**config.mk**
```make
export PLATFORM = sky130hd
export DESIGN_NAME = tagged_ascii_field_parser_top_flat
export DESIGN_NICKNAME = d
export VERILOG_FILES = /design/src/hw/rtl/tafp_pkg.sv /design/src/hw/rtl/tafp_in_if.sv /design/src/hw/rtl/tafp_out_if.sv /design/src/hw/rtl/tafp_fifo.sv /design/src/hw/rtl/tafp_front.sv /design/src/hw/rtl/tafp_back.sv /design/src/hw/rtl/tagged_ascii_field_parser_top.sv /design/src/flat_wrapper.sv
export SDC_FILE = /design/constraint.sdc
export NUM_CORES = 1
export LEC_CHECK = 0
export BUFFER_PORTS_ARGS = -buffer_cell sky130_fd_sc_hd__buf_2
export CAP_MARGIN = 25
export CORE_MARGIN = 2
export CORE_UTILIZATION = 45
export CTS_BUF_LIST = sky130_fd_sc_hd__clkbuf_8 sky130_fd_sc_hd__clkbuf_16
export DETAILED_ROUTE_END_ITERATION = 16
export SLEW_MARGIN = 30
export SYNTH_ARGS = -nofsm -noshare
export SYNTH_HDL_FRONTEND = slang
export SYNTH_SLANG_ARGS = --single-unit
```
**constraint.sdc**
```tcl
create_clock -name i_clk -period 5.9 [get_ports i_clk]
set_input_delay 0.885 -clock i_clk [delete_from_list [all_inputs] [get_ports i_clk]]
set_output_delay 0.885 -clock i_clk [all_outputs]
set_load 0.01 [all_outputs]
```
**src/hw/rtl/tafp_pkg.sv**
```systemverilog
// Package: character codes, tag codes and channel decode for the tagged ASCII field parser.
`timescale 1ns / 1ps
`default_nettype none
package tafp_pkg;

    localparam int unsigned STATE_W = 9;
    localparam int unsigned CHAN_W  = 4;
    localparam int unsigned POS_W   = 3;
    localparam int unsigned CHAR_W  = 8;

    typedef logic [STATE_W-1:0] t_state;
    typedef logic [CHAN_W-1:0]  t_chan;
    typedef logic [CHAR_W-1:0]  t_char;

    localparam t_char CHAR_ZERO  = 8'h30;
    localparam t_char CHAR_NINE  = 8'h39;
    localparam t_char CHAR_DOT   = 8'h2E;
    localparam t_char CHAR_MINUS = 8'h2D;

    localparam t_state ST_COLLECT = 9'd0;
    localparam t_state TAG_A      = 9'd97;
    localparam t_state TAG_G      = 9'd103;
    localparam t_state TAG_E      = 9'd101;
    localparam t_state TAG_C      = 9'd99;
    localparam t_state AX_X       = 9'd120;
    localparam t_state AX_Y       = 9'd121;
    localparam t_state AX_Z       = 9'd122;
    localparam t_state AX_R       = 9'd114;
    localparam t_state AX_P       = 9'd112;

    localparam t_chan CH_ACC_X  = 4'd0;
    localparam t_chan CH_ACC_Y  = 4'd1;
    localparam t_chan CH_ACC_Z  = 4'd2;
    localparam t_chan CH_GYR_X  = 4'd3;
    localparam t_chan CH_GYR_Y  = 4'd4;
    localparam t_chan CH_GYR_Z  = 4'd5;
    localparam t_chan CH_ROLL   = 4'd6;
    localparam t_chan CH_YAW    = 4'd7;
    localparam t_chan CH_PITCH  = 4'd8;
    localparam t_chan CH_COMP   = 4'd9;
    localparam t_chan NO_CHANNEL = 4'd15;

    // Map a parse state to the channel it commits to.
    function automatic t_chan commit_channel(input t_state s);
        t_chan ch;
        ch = NO_CHANNEL;
        if (s == TAG_A + AX_X)      ch = CH_ACC_X;
        else if (s == TAG_A + AX_Y) ch = CH_ACC_Y;
        else if (s == TAG_A + AX_Z) ch = CH_ACC_Z;
        else if (s == TAG_G + AX_X) ch = CH_GYR_X;
        else if (s == TAG_G + AX_Y) ch = CH_GYR_Y;
        else if (s == TAG_G + AX_Z) ch = CH_GYR_Z;
        else if (s == TAG_E + AX_R) ch = CH_ROLL;
        else if (s == TAG_E + AX_Y) ch = CH_YAW;
        else if (s == TAG_E + AX_P) ch = CH_PITCH;
        else if (s == TAG_C)        ch = CH_COMP;
        return ch;
    endfunction

    function automatic logic is_value_char(input t_char c);
        return ((c >= CHAR_ZERO) && (c <= CHAR_NINE)) || (c == CHAR_DOT) || (c == CHAR_MINUS);
    endfunction

endpackage
`default_nettype wire

```
**src/hw/rtl/tafp_in_if.sv**
```systemverilog
// Interface: input byte channel with valid/ready handshake.
`timescale 1ns / 1ps
`default_nettype none
interface tafp_in_if;
    logic       valid;
    logic       ready;
    logic [7:0] rx_byte;

    modport source (output valid, output rx_byte, input ready);
    modport sink   (input valid, input rx_byte, output ready);
endinterface
`default_nettype wire

```
**src/hw/rtl/tafp_out_if.sv**
```systemverilog
// Interface: output character channel with valid/ready handshake.
`timescale 1ns / 1ps
`default_nettype none
interface tafp_out_if;
    logic       valid;
    logic       ready;
    logic [3:0] channel;
    logic [2:0] char_pos;
    logic [7:0] char_value;
    logic       last;

    modport source (output valid, output channel, output char_pos, output char_value,
                    output last, input ready);
    modport sink   (input valid, input channel, input char_pos, input char_value,
                    input last, output ready);
endinterface
`default_nettype wire

```
**src/hw/rtl/tafp_fifo.sv**
```systemverilog
// Two-entry queue of commit records between the parser front and the emitter back.
`timescale 1ns / 1ps
`default_nettype none
module tafp_fifo #(
    parameter int unsigned WIDTH = 8
) (
    input  wire logic             i_clk,
    input  wire logic             i_rst_n,
    input  wire logic             i_push,
    input  wire logic [WIDTH-1:0] i_push_data,
    output logic                  o_full,
    input  wire logic             i_pop,
    output logic                  o_empty,
    output logic [WIDTH-1:0]      o_pop_data
);
    logic [WIDTH-1:0] r_mem [2];
    logic             r_wr_ptr;
    logic             r_rd_ptr;
    logic [1:0]       r_count;
    logic             do_push;
    logic             do_pop;

    assign o_full     = (r_count == 2'd2);
    assign o_empty    = (r_count == 2'd0);
    assign do_push    = i_push && !o_full;
    assign do_pop     = i_pop && !o_empty;
    assign o_pop_data = r_mem[r_rd_ptr];

    always_ff @(posedge i_clk) begin
        if (do_push) begin
            r_mem[r_wr_ptr] <= i_push_data;
        end
    end

    always_ff @(posedge i_clk) begin
        if (!i_rst_n) begin
            r_wr_ptr <= 1'b0;
            r_rd_ptr <= 1'b0;
            r_count  <= 2'd0;
        end else begin
            if (do_push) r_wr_ptr <= ~r_wr_ptr;
            if (do_pop)  r_rd_ptr <= ~r_rd_ptr;
            unique case ({do_push, do_pop})
                2'b10:   r_count <= r_count + 2'd1;
                2'b01:   r_count <= r_count - 2'd1;
                default: r_count <= r_count;
            endcase
        end
    end
endmodule
`default_nettype wire

```
**src/hw/rtl/tafp_front.sv**
```systemverilog
// Parser front: classify each byte, track tag state, fill the value buffer, queue commits.
`timescale 1ns / 1ps
`default_nettype none
module tafp_front #(
    parameter int unsigned BUF_LEN = 8
) (
    input  wire logic                         i_clk,
    input  wire logic                         i_rst_n,
    tafp_in_if.sink                           i_in,
    input  wire logic                         i_q_full,
    output logic                              o_push,
    output logic [tafp_pkg::CHAN_W+BUF_LEN*8-1:0] o_push_data
);
    import tafp_pkg::*;

    localparam int unsigned FW = $clog2(BUF_LEN + 1);
    localparam int unsigned IW = (BUF_LEN > 1) ? $clog2(BUF_LEN) : 1;
    localparam logic [FW-1:0] FILL_FULL = FW'(BUF_LEN);

    t_state        r_state, n_state;
    t_char         r_buf [BUF_LEN];
    logic [FW-1:0] r_fill, n_fill;
    logic          accept;
    logic          is_tag_head;
    t_chan         ch;
    logic          commit;
    logic          refill;
    logic          store;
    logic [BUF_LEN*8-1:0] snap;

    assign i_in.ready  = !i_q_full;
    assign accept      = i_in.valid && i_in.ready;
    assign is_tag_head = (r_state == TAG_A) || (r_state == TAG_G) || (r_state == TAG_E);
    assign ch          = commit_channel(r_state);

    always_comb begin
        n_state = r_state;
        n_fill  = r_fill;
        commit  = 1'b0;
        refill  = 1'b0;
        store   = 1'b0;
        if (accept) begin
            if (is_tag_head) begin
                n_state = r_state + t_state'(i_in.rx_byte);
            end else if (ch != NO_CHANNEL) begin
                commit  = 1'b1;
                refill  = 1'b1;
                n_fill  = '0;
                n_state = ST_COLLECT;
            end else if (is_value_char(i_in.rx_byte)) begin
                if (r_fill >= FILL_FULL) begin
                    // overflow: refill and drop the byte
                    refill = 1'b1;
                    n_fill = '0;
                end else begin
                    store  = 1'b1;
                    n_fill = r_fill + FW'(1);
                end
            end else begin
                n_state = t_state'(i_in.rx_byte);
            end
        end
    end

    always_comb begin
        for (int k = 0; k < BUF_LEN; k++) begin
            snap[k*8 +: 8] = r_buf[k];
        end
    end

    assign o_push      = commit;
    assign o_push_data = {ch, snap};

    always_ff @(posedge i_clk) begin
        if (!i_rst_n) begin
            r_state <= ST_COLLECT;
            r_fill  <= '0;
            for (int k = 0; k < BUF_LEN; k++) r_buf[k] <= '0;
        end else begin
            r_state <= n_state;
            r_fill  <= n_fill;
            if (refill) begin
                for (int k = 0; k < BUF_LEN; k++) r_buf[k] <= CHAR_ZERO;
            end else if (store) begin
                r_buf[r_fill[IW-1:0]] <= i_in.rx_byte;
            end
        end
    end
endmodule
`default_nettype wire

```
**src/hw/rtl/tafp_back.sv**
```systemverilog
// Emitter back: pop a commit record and send its characters through an output register.
`timescale 1ns / 1ps
`default_nettype none
module tafp_back #(
    parameter int unsigned BUF_LEN = 8
) (
    input  wire logic                             i_clk,
    input  wire logic                             i_rst_n,
    input  wire logic                             i_q_empty,
    input  wire logic [tafp_pkg::CHAN_W+BUF_LEN*8-1:0] i_q_data,
    output logic                                  o_pop,
    tafp_out_if.source                            o_out
);
    import tafp_pkg::*;

    localparam int unsigned PW = (BUF_LEN > 1) ? $clog2(BUF_LEN) : 1;
    localparam logic [PW-1:0] POS_LAST = PW'(BUF_LEN - 1);

    logic [BUF_LEN*8-1:0] r_data;
    t_chan                r_ch;
    logic                 r_busy;
    logic [PW-1:0]        r_pos;
    logic                 r_ov;
    t_chan                r_o_ch;
    logic [POS_W-1:0]     r_o_pos;
    t_char                r_o_val;
    logic                 r_o_last;
    logic                 load_slot;
    logic [PW+POS_W-1:0]  pos_ext;

    assign load_slot = !r_ov || o_out.ready;
    assign o_pop     = !r_busy && !i_q_empty;
    assign pos_ext   = {{POS_W{1'b0}}, r_pos};

    always_ff @(posedge i_clk) begin
        if (load_slot && r_busy) begin
            r_o_ch   <= r_ch;
            r_o_pos  <= pos_ext[POS_W-1:0];
            r_o_val  <= r_data[r_pos*8 +: 8];
            r_o_last <= (r_pos == POS_LAST);
        end
        if (o_pop) begin
            r_ch   <= i_q_data[CHAN_W+BUF_LEN*8-1 -: CHAN_W];
            r_data <= i_q_data[BUF_LEN*8-1:0];
        end
    end

    always_ff @(posedge i_clk) begin
        if (!i_rst_n) begin
            r_busy <= 1'b0;
            r_pos  <= '0;
            r_ov   <= 1'b0;
        end else begin
            if (load_slot) r_ov <= r_busy;
            if (o_pop) begin
                r_busy <= 1'b1;
                r_pos  <= '0;
            end else if (load_slot && r_busy) begin
                // advance through the record, release it after the last character
                if (r_pos == POS_LAST) begin
                    r_busy <= 1'b0;
                end else begin
                    r_pos <= r_pos + PW'(1);
                end
            end
        end
    end

    assign o_out.valid      = r_ov;
    assign o_out.channel    = r_o_ch;
    assign o_out.char_pos   = r_o_pos;
    assign o_out.char_value = r_o_val;
    assign o_out.last       = r_o_last;
endmodule
`default_nettype wire

```
**src/hw/rtl/tagged_ascii_field_parser_top.sv**
```systemverilog
// Top level of the tagged ASCII field parser: front, commit queue and emitter back.
//
// Usage:
//   i_in carries one received byte per transaction (rx_byte). Value characters
//   ('0'-'9', '.', '-') fill an internal buffer; letters set the parse state,
//   and a tag letter plus axis letter (or 'c' for compass) names a channel.
//   The byte after a complete tag commits the buffer.
//   o_out carries one buffer character per transaction: channel, char_pos,
//   char_value and last, with last set on character BUF_LEN-1.
// Throughput and flow:
//   The front takes one byte per cycle while the two-entry commit queue has
//   room. A commit passes through the queue, the emitter's record register
//   and its output register before it reaches o_out, and the emitter then
//   sends BUF_LEN characters, one per cycle when o_out.ready stays high,
//   followed by an idle gap while it pops the next record.
// Stalls:
//   A low o_out.ready holds the output register; the front keeps parsing
//   until two commits are waiting, then drops i_in.ready.
// Reset:
//   i_rst_n (synchronous, active low) empties the queue, clears the parse
//   state and fill index, and sets the buffer to all 0x00 bytes.
`timescale 1ns / 1ps
`default_nettype none
module tagged_ascii_field_parser_top #(
    parameter int unsigned BUF_LEN = 8
) (
    input  wire logic  i_clk,
    input  wire logic  i_rst_n,
    tafp_in_if.sink    i_in,
    tafp_out_if.source o_out
);
    import tafp_pkg::*;

    localparam int unsigned REC_W = CHAN_W + BUF_LEN * 8;

    // commit record: channel on top, buffer snapshot below
    logic             push;
    logic [REC_W-1:0] push_data;
    logic             q_full;
    logic             pop;
    logic             q_empty;
    logic [REC_W-1:0] q_data;

    tafp_front #(.BUF_LEN(BUF_LEN)) u_front (
        .i_clk       (i_clk),
        .i_rst_n     (i_rst_n),
        .i_in        (i_in),
        .i_q_full    (q_full),
        .o_push      (push),
        .o_push_data (push_data)
    );

    tafp_fifo #(.WIDTH(REC_W)) u_fifo (
        .i_clk       (i_clk),
        .i_rst_n     (i_rst_n),
        .i_push      (push),
        .i_push_data (push_data),
        .o_full      (q_full),
        .i_pop       (pop),
        .o_empty     (q_empty),
        .o_pop_data  (q_data)
    );

    tafp_back #(.BUF_LEN(BUF_LEN)) u_back (
        .i_clk     (i_clk),
        .i_rst_n   (i_rst_n),
        .i_q_empty (q_empty),
        .i_q_data  (q_data),
        .o_pop     (pop),
        .o_out     (o_out)
    );
endmodule
`default_nettype wire

```
**src/flat_wrapper.sv**
```systemverilog
// flat-port wrapper written by rule: the top's interface ports become plain ports
module tagged_ascii_field_parser_top_flat import tafp_pkg::*;
#(
    parameter int unsigned BUF_LEN = 8
)
  (i_clk, i_rst_n, i_in_valid, i_in_rx_byte, i_in_ready, o_out_valid, o_out_channel, o_out_char_pos, o_out_char_value, o_out_last, o_out_ready);
  tafp_in_if i_in_i ();
  tafp_out_if o_out_i ();
  input  wire logic i_clk;
  input  wire logic i_rst_n;
  input wire logic [$bits(i_in_i.valid)-1:0] i_in_valid;
  input wire logic [$bits(i_in_i.rx_byte)-1:0] i_in_rx_byte;
  output wire logic [$bits(i_in_i.ready)-1:0] i_in_ready;
  output wire logic [$bits(o_out_i.valid)-1:0] o_out_valid;
  output wire logic [$bits(o_out_i.channel)-1:0] o_out_channel;
  output wire logic [$bits(o_out_i.char_pos)-1:0] o_out_char_pos;
  output wire logic [$bits(o_out_i.char_value)-1:0] o_out_char_value;
  output wire logic [$bits(o_out_i.last)-1:0] o_out_last;
  input wire logic [$bits(o_out_i.ready)-1:0] o_out_ready;
  assign i_in_i.valid = i_in_valid;
  assign i_in_i.rx_byte = i_in_rx_byte;
  assign i_in_ready = i_in_i.ready;
  assign o_out_valid = o_out_i.valid;
  assign o_out_channel = o_out_i.channel;
  assign o_out_char_pos = o_out_i.char_pos;
  assign o_out_char_value = o_out_i.char_value;
  assign o_out_last = o_out_i.last;
  assign o_out_i.ready = o_out_ready;
  tagged_ascii_field_parser_top #(.BUF_LEN(BUF_LEN)) u_core (.i_clk(i_clk), .i_rst_n(i_rst_n), .i_in(i_in_i), .o_out(o_out_i));
endmodule
```
==> out/qor.csv <==
metric,value,unit
hold path start,u_core.u_back.r_ch[1]$_DFFE_PP_,
H-tree levels,1,
die width,168.4,um
RSZ-0062 raised after global routing,false,
first drt pass iteration count,5,
Setup Buffers After CTS,0,
Synth Register Bits,306,
TritonCTS clock tree,done,
FP Rows,60,
final hold violation count,0,
"commonest non-fill, non-tap cell in the layout",edfxtp_1,
Maximum Capacitance Violations,0,
leakage,4.601,nW
Port Buffers,29,
CP arrival,3.69,ns
clock skew,0.01007,ns
TNS Setup,0,ns
hpwl dp,14.96,mm
largest net degree at the start of global routing,71,
slowest library cell on the worst path,buf_4,
Yosys top cell area share,70.16,%
"critical path fanouts, max",51,
drt initial violations,429,
CP cell instances,nor4bb_1 > o21ai_0 > a31oi_1 > inv_1 > nor2_4 > buf_4,
"delay-heaviest family, CP",simple AND/OR/NAND/NOR gates,
Critical R2R Launch,u_core.u_front.r_state[2]$_SDFFE_PN0P_,
setup violators final,0,
NumNets Final,788,
Pwr Density,360.3,nW/um2
Slowest Stage Delay on Critical Path,0.67,ns
Worst setup EP type,flop,
"top cells by area, synth","edfxtp_1 70%, mux2_2 7.0%, dfxtp_1 3.6%",
Netlist cell types,60,
Longest Clk Path Bufs,3,
Post-synth EDFFs,284,
Overall Global Routing Usage,16.44,%
Num Clock Sinks,306,
grt total ovfl,0,
biggest area consumer among synthesized cells,edfxtp_1,
Residual DRC,0,
first-pass GRT wire length,35.16,mm
Starting Density,45.48,%
ANT cells,0,
type of origin of the critical path,flop,
Crit. Startpoint,u_core.u_front.r_state[2]$_SDFFE_PN0P_,
status,"finished, final reports clean",
initial antenna violation count,0,
Core Region,26730,um2
WP data required,6.07,ns
GP Congestion,0.8735,
"Slew Viols, Final",0,
ys async rst share,0,%
cell count after synthesis,711,
"non-filler cells, final",1127,
Final period util,59.58,%
placed instance count,1071,
DRT antenna net count,0,
wire per inst,20.46,um
Max VDD drop,211.6,uV
Avg Vias per Cell,5.385,
WP buf/inv,2,
Ys Warns,0,
fin crit period,3.515,ns
post-CTS sizing,0,
Max-slew headroom,37.63,%
vias in the first global route,6159,
"Avg Cell Area, Syn",17.10,um2
synthesized area,12160,um2
"Reg clk slew, reported paths",0.07,ns
worst hold path class,reg -> reg,
Fmax,284.5,MHz
Tightest Pin Transition,0.9356,ns
Crit Path Category,reg -> reg,
die area,28340,um2
clock buffer count from CTS,30,
layout cells sized above 1,25.83,%
"Seq/Total Area, Yosys",73.78,%
"Hold-fix buffers, CTS",0,
Ports,30,
worst skew pair latency,0.55,ns
clk root buf,clkbuf_16,
Routed WL,23.06,mm
DR vias,6069,
most frequent cells in the layout,"284 x edfxtp_1, 76 x mux2_2, 48 x nor2_1",
most common flop cell mapped by yosys,edfxtp_1,
Area Overhead vs Synth,12.60,%
Vert. Die Dim,168.4,um
==> worst register-to-register path: cells and delay by family, from the launching register on <==
family                 cells  cell delay (ns)
DFF                        1             0.62
AOI/OAI and AO/OA          2             0.60
and+or+nand+nor            2             1.05
buffers and inverters      2             0.82
==> through the flow <==
stage                     power (mW)  worst slack [ns]  hold WS, ns  cell area (um2)  utilization (%)
after detailed placement       3.069             2.106       0.4118            12670            47.41
after global routing           5.087             2.051       0.4317            13690            51.21
final                          4.932             2.385       0.4276            13690            51.21
after CTS                      4.979             2.356       0.4256            13680            51.19
after global placement         3.055             2.170       0.4060            12670            47.41
after floorplan                2.923             1.006       0.4003            12210                -
==> metal layers <==
metal / up-vias / part of all wire, % / GRT usage, %
li1: 2826 / - / -
met1: 3072 / 45 / 22.19
met2: 140 / 49 / 28.16
met3: 31 / 4.2 / 2.421
met4: 0 / 1.9 / 4.273
met5: - / 0 / 0
==> state kept, by name (all words and copies together) (netlist names) <==
name and count:
u_core.u_back.o_out.valid 1, u_core.u_fifo.r_rd_ptr 1, u_core.u_back.o_out.char_pos 3, u_core.u_back.o_out.last 1
u_core.u_fifo.r_count 2, u_core.u_back.o_out.char_value 8, u_core.u_front.r_state 9, u_core.u_back.r_ch 4
u_core.u_front.r_fill 4, u_core.u_back.o_out.channel 4, u_core.u_fifo.r_mem 136, u_core.u_front.r_buf 64
u_core.u_fifo.r_wr_ptr 1, u_core.u_back.r_pos 3, u_core.u_back.r_data 64, u_core.u_back.r_busy 1
==> synthesized netlist by cell type (4+ instances only) <==
library cell,number
a211oi_1,8
a211oi_2,4
a21o_1,4
a21oi_1,14
and2_1,4
buf_1,7
buf_2,4
clkbuf_1,15
dfxtp_1,22
edfxtp_1,284
ha_1,13
inv_1,16
mux2_2,76
mux2i_1,8
mux4_2,16
nand2_1,39
nand2b_1,6
nand3_1,6
nand4_2,6
nor2_1,49
nor2b_1,5
nor3_1,10
o21a_1,4
o21ai_0,20
o21ai_1,9
o22ai_1,5
xnor2_1,5
xor2_1,4
==> final timing paths <==
path	end	slack (ns)	cells past startpoint
max	u_core.u_fifo.r_mem[0][53]$_DFFE_PP_	2.39	6
min	u_core.u_back.o_out.channel[1]$_DFFE_PP_	0.43	0
max reg2reg	u_core.u_fifo.r_mem[0][53]$_DFFE_PP_	2.39	6
min reg2reg	u_core.u_back.o_out.channel[1]$_DFFE_PP_	0.43	0
==> report_power, final <==
group          switching [mW]  leakage, nW  internal [mW]
combinational           0.239         1.30          0.182
sequential             0.0701         2.79           2.52
clock                   0.788        0.505           1.13
==> area by class of cell <==
| class | instances | area, um2 |
|---|---|---|
| Fill cell | 2151 | 13040 |
| Sequential cell | 306 | 8971 |
| Multi-Input combinational cell | 373 | 3024 |
| Clock buffer | 31 | 775.7 |
| Tap cell | 341 | 426.7 |
| Clock inverter | 25 | 235.2 |
| Timing Repair Buffer | 35 | 193.9 |
| Inverter | 16 | 60.06 |
==> cells by family (layout without fill, tap and decap cells) <==
group	after synthesis	count (layout)	synth area share, %
AO/OA/AOI/OAI	83	83	4.653
XOR/XNOR	9	9	0.6484
adder cells (fa/ha/maj)	14	14	1.503
buffers and inverters	47	107	1.884
flip-flops	306	306	73.78
multiplexers	100	100	10.66
other	1	16	0.03085
AND/OR/NAND/NOR	151	151	6.835
(Power assumes the default switching activity.)
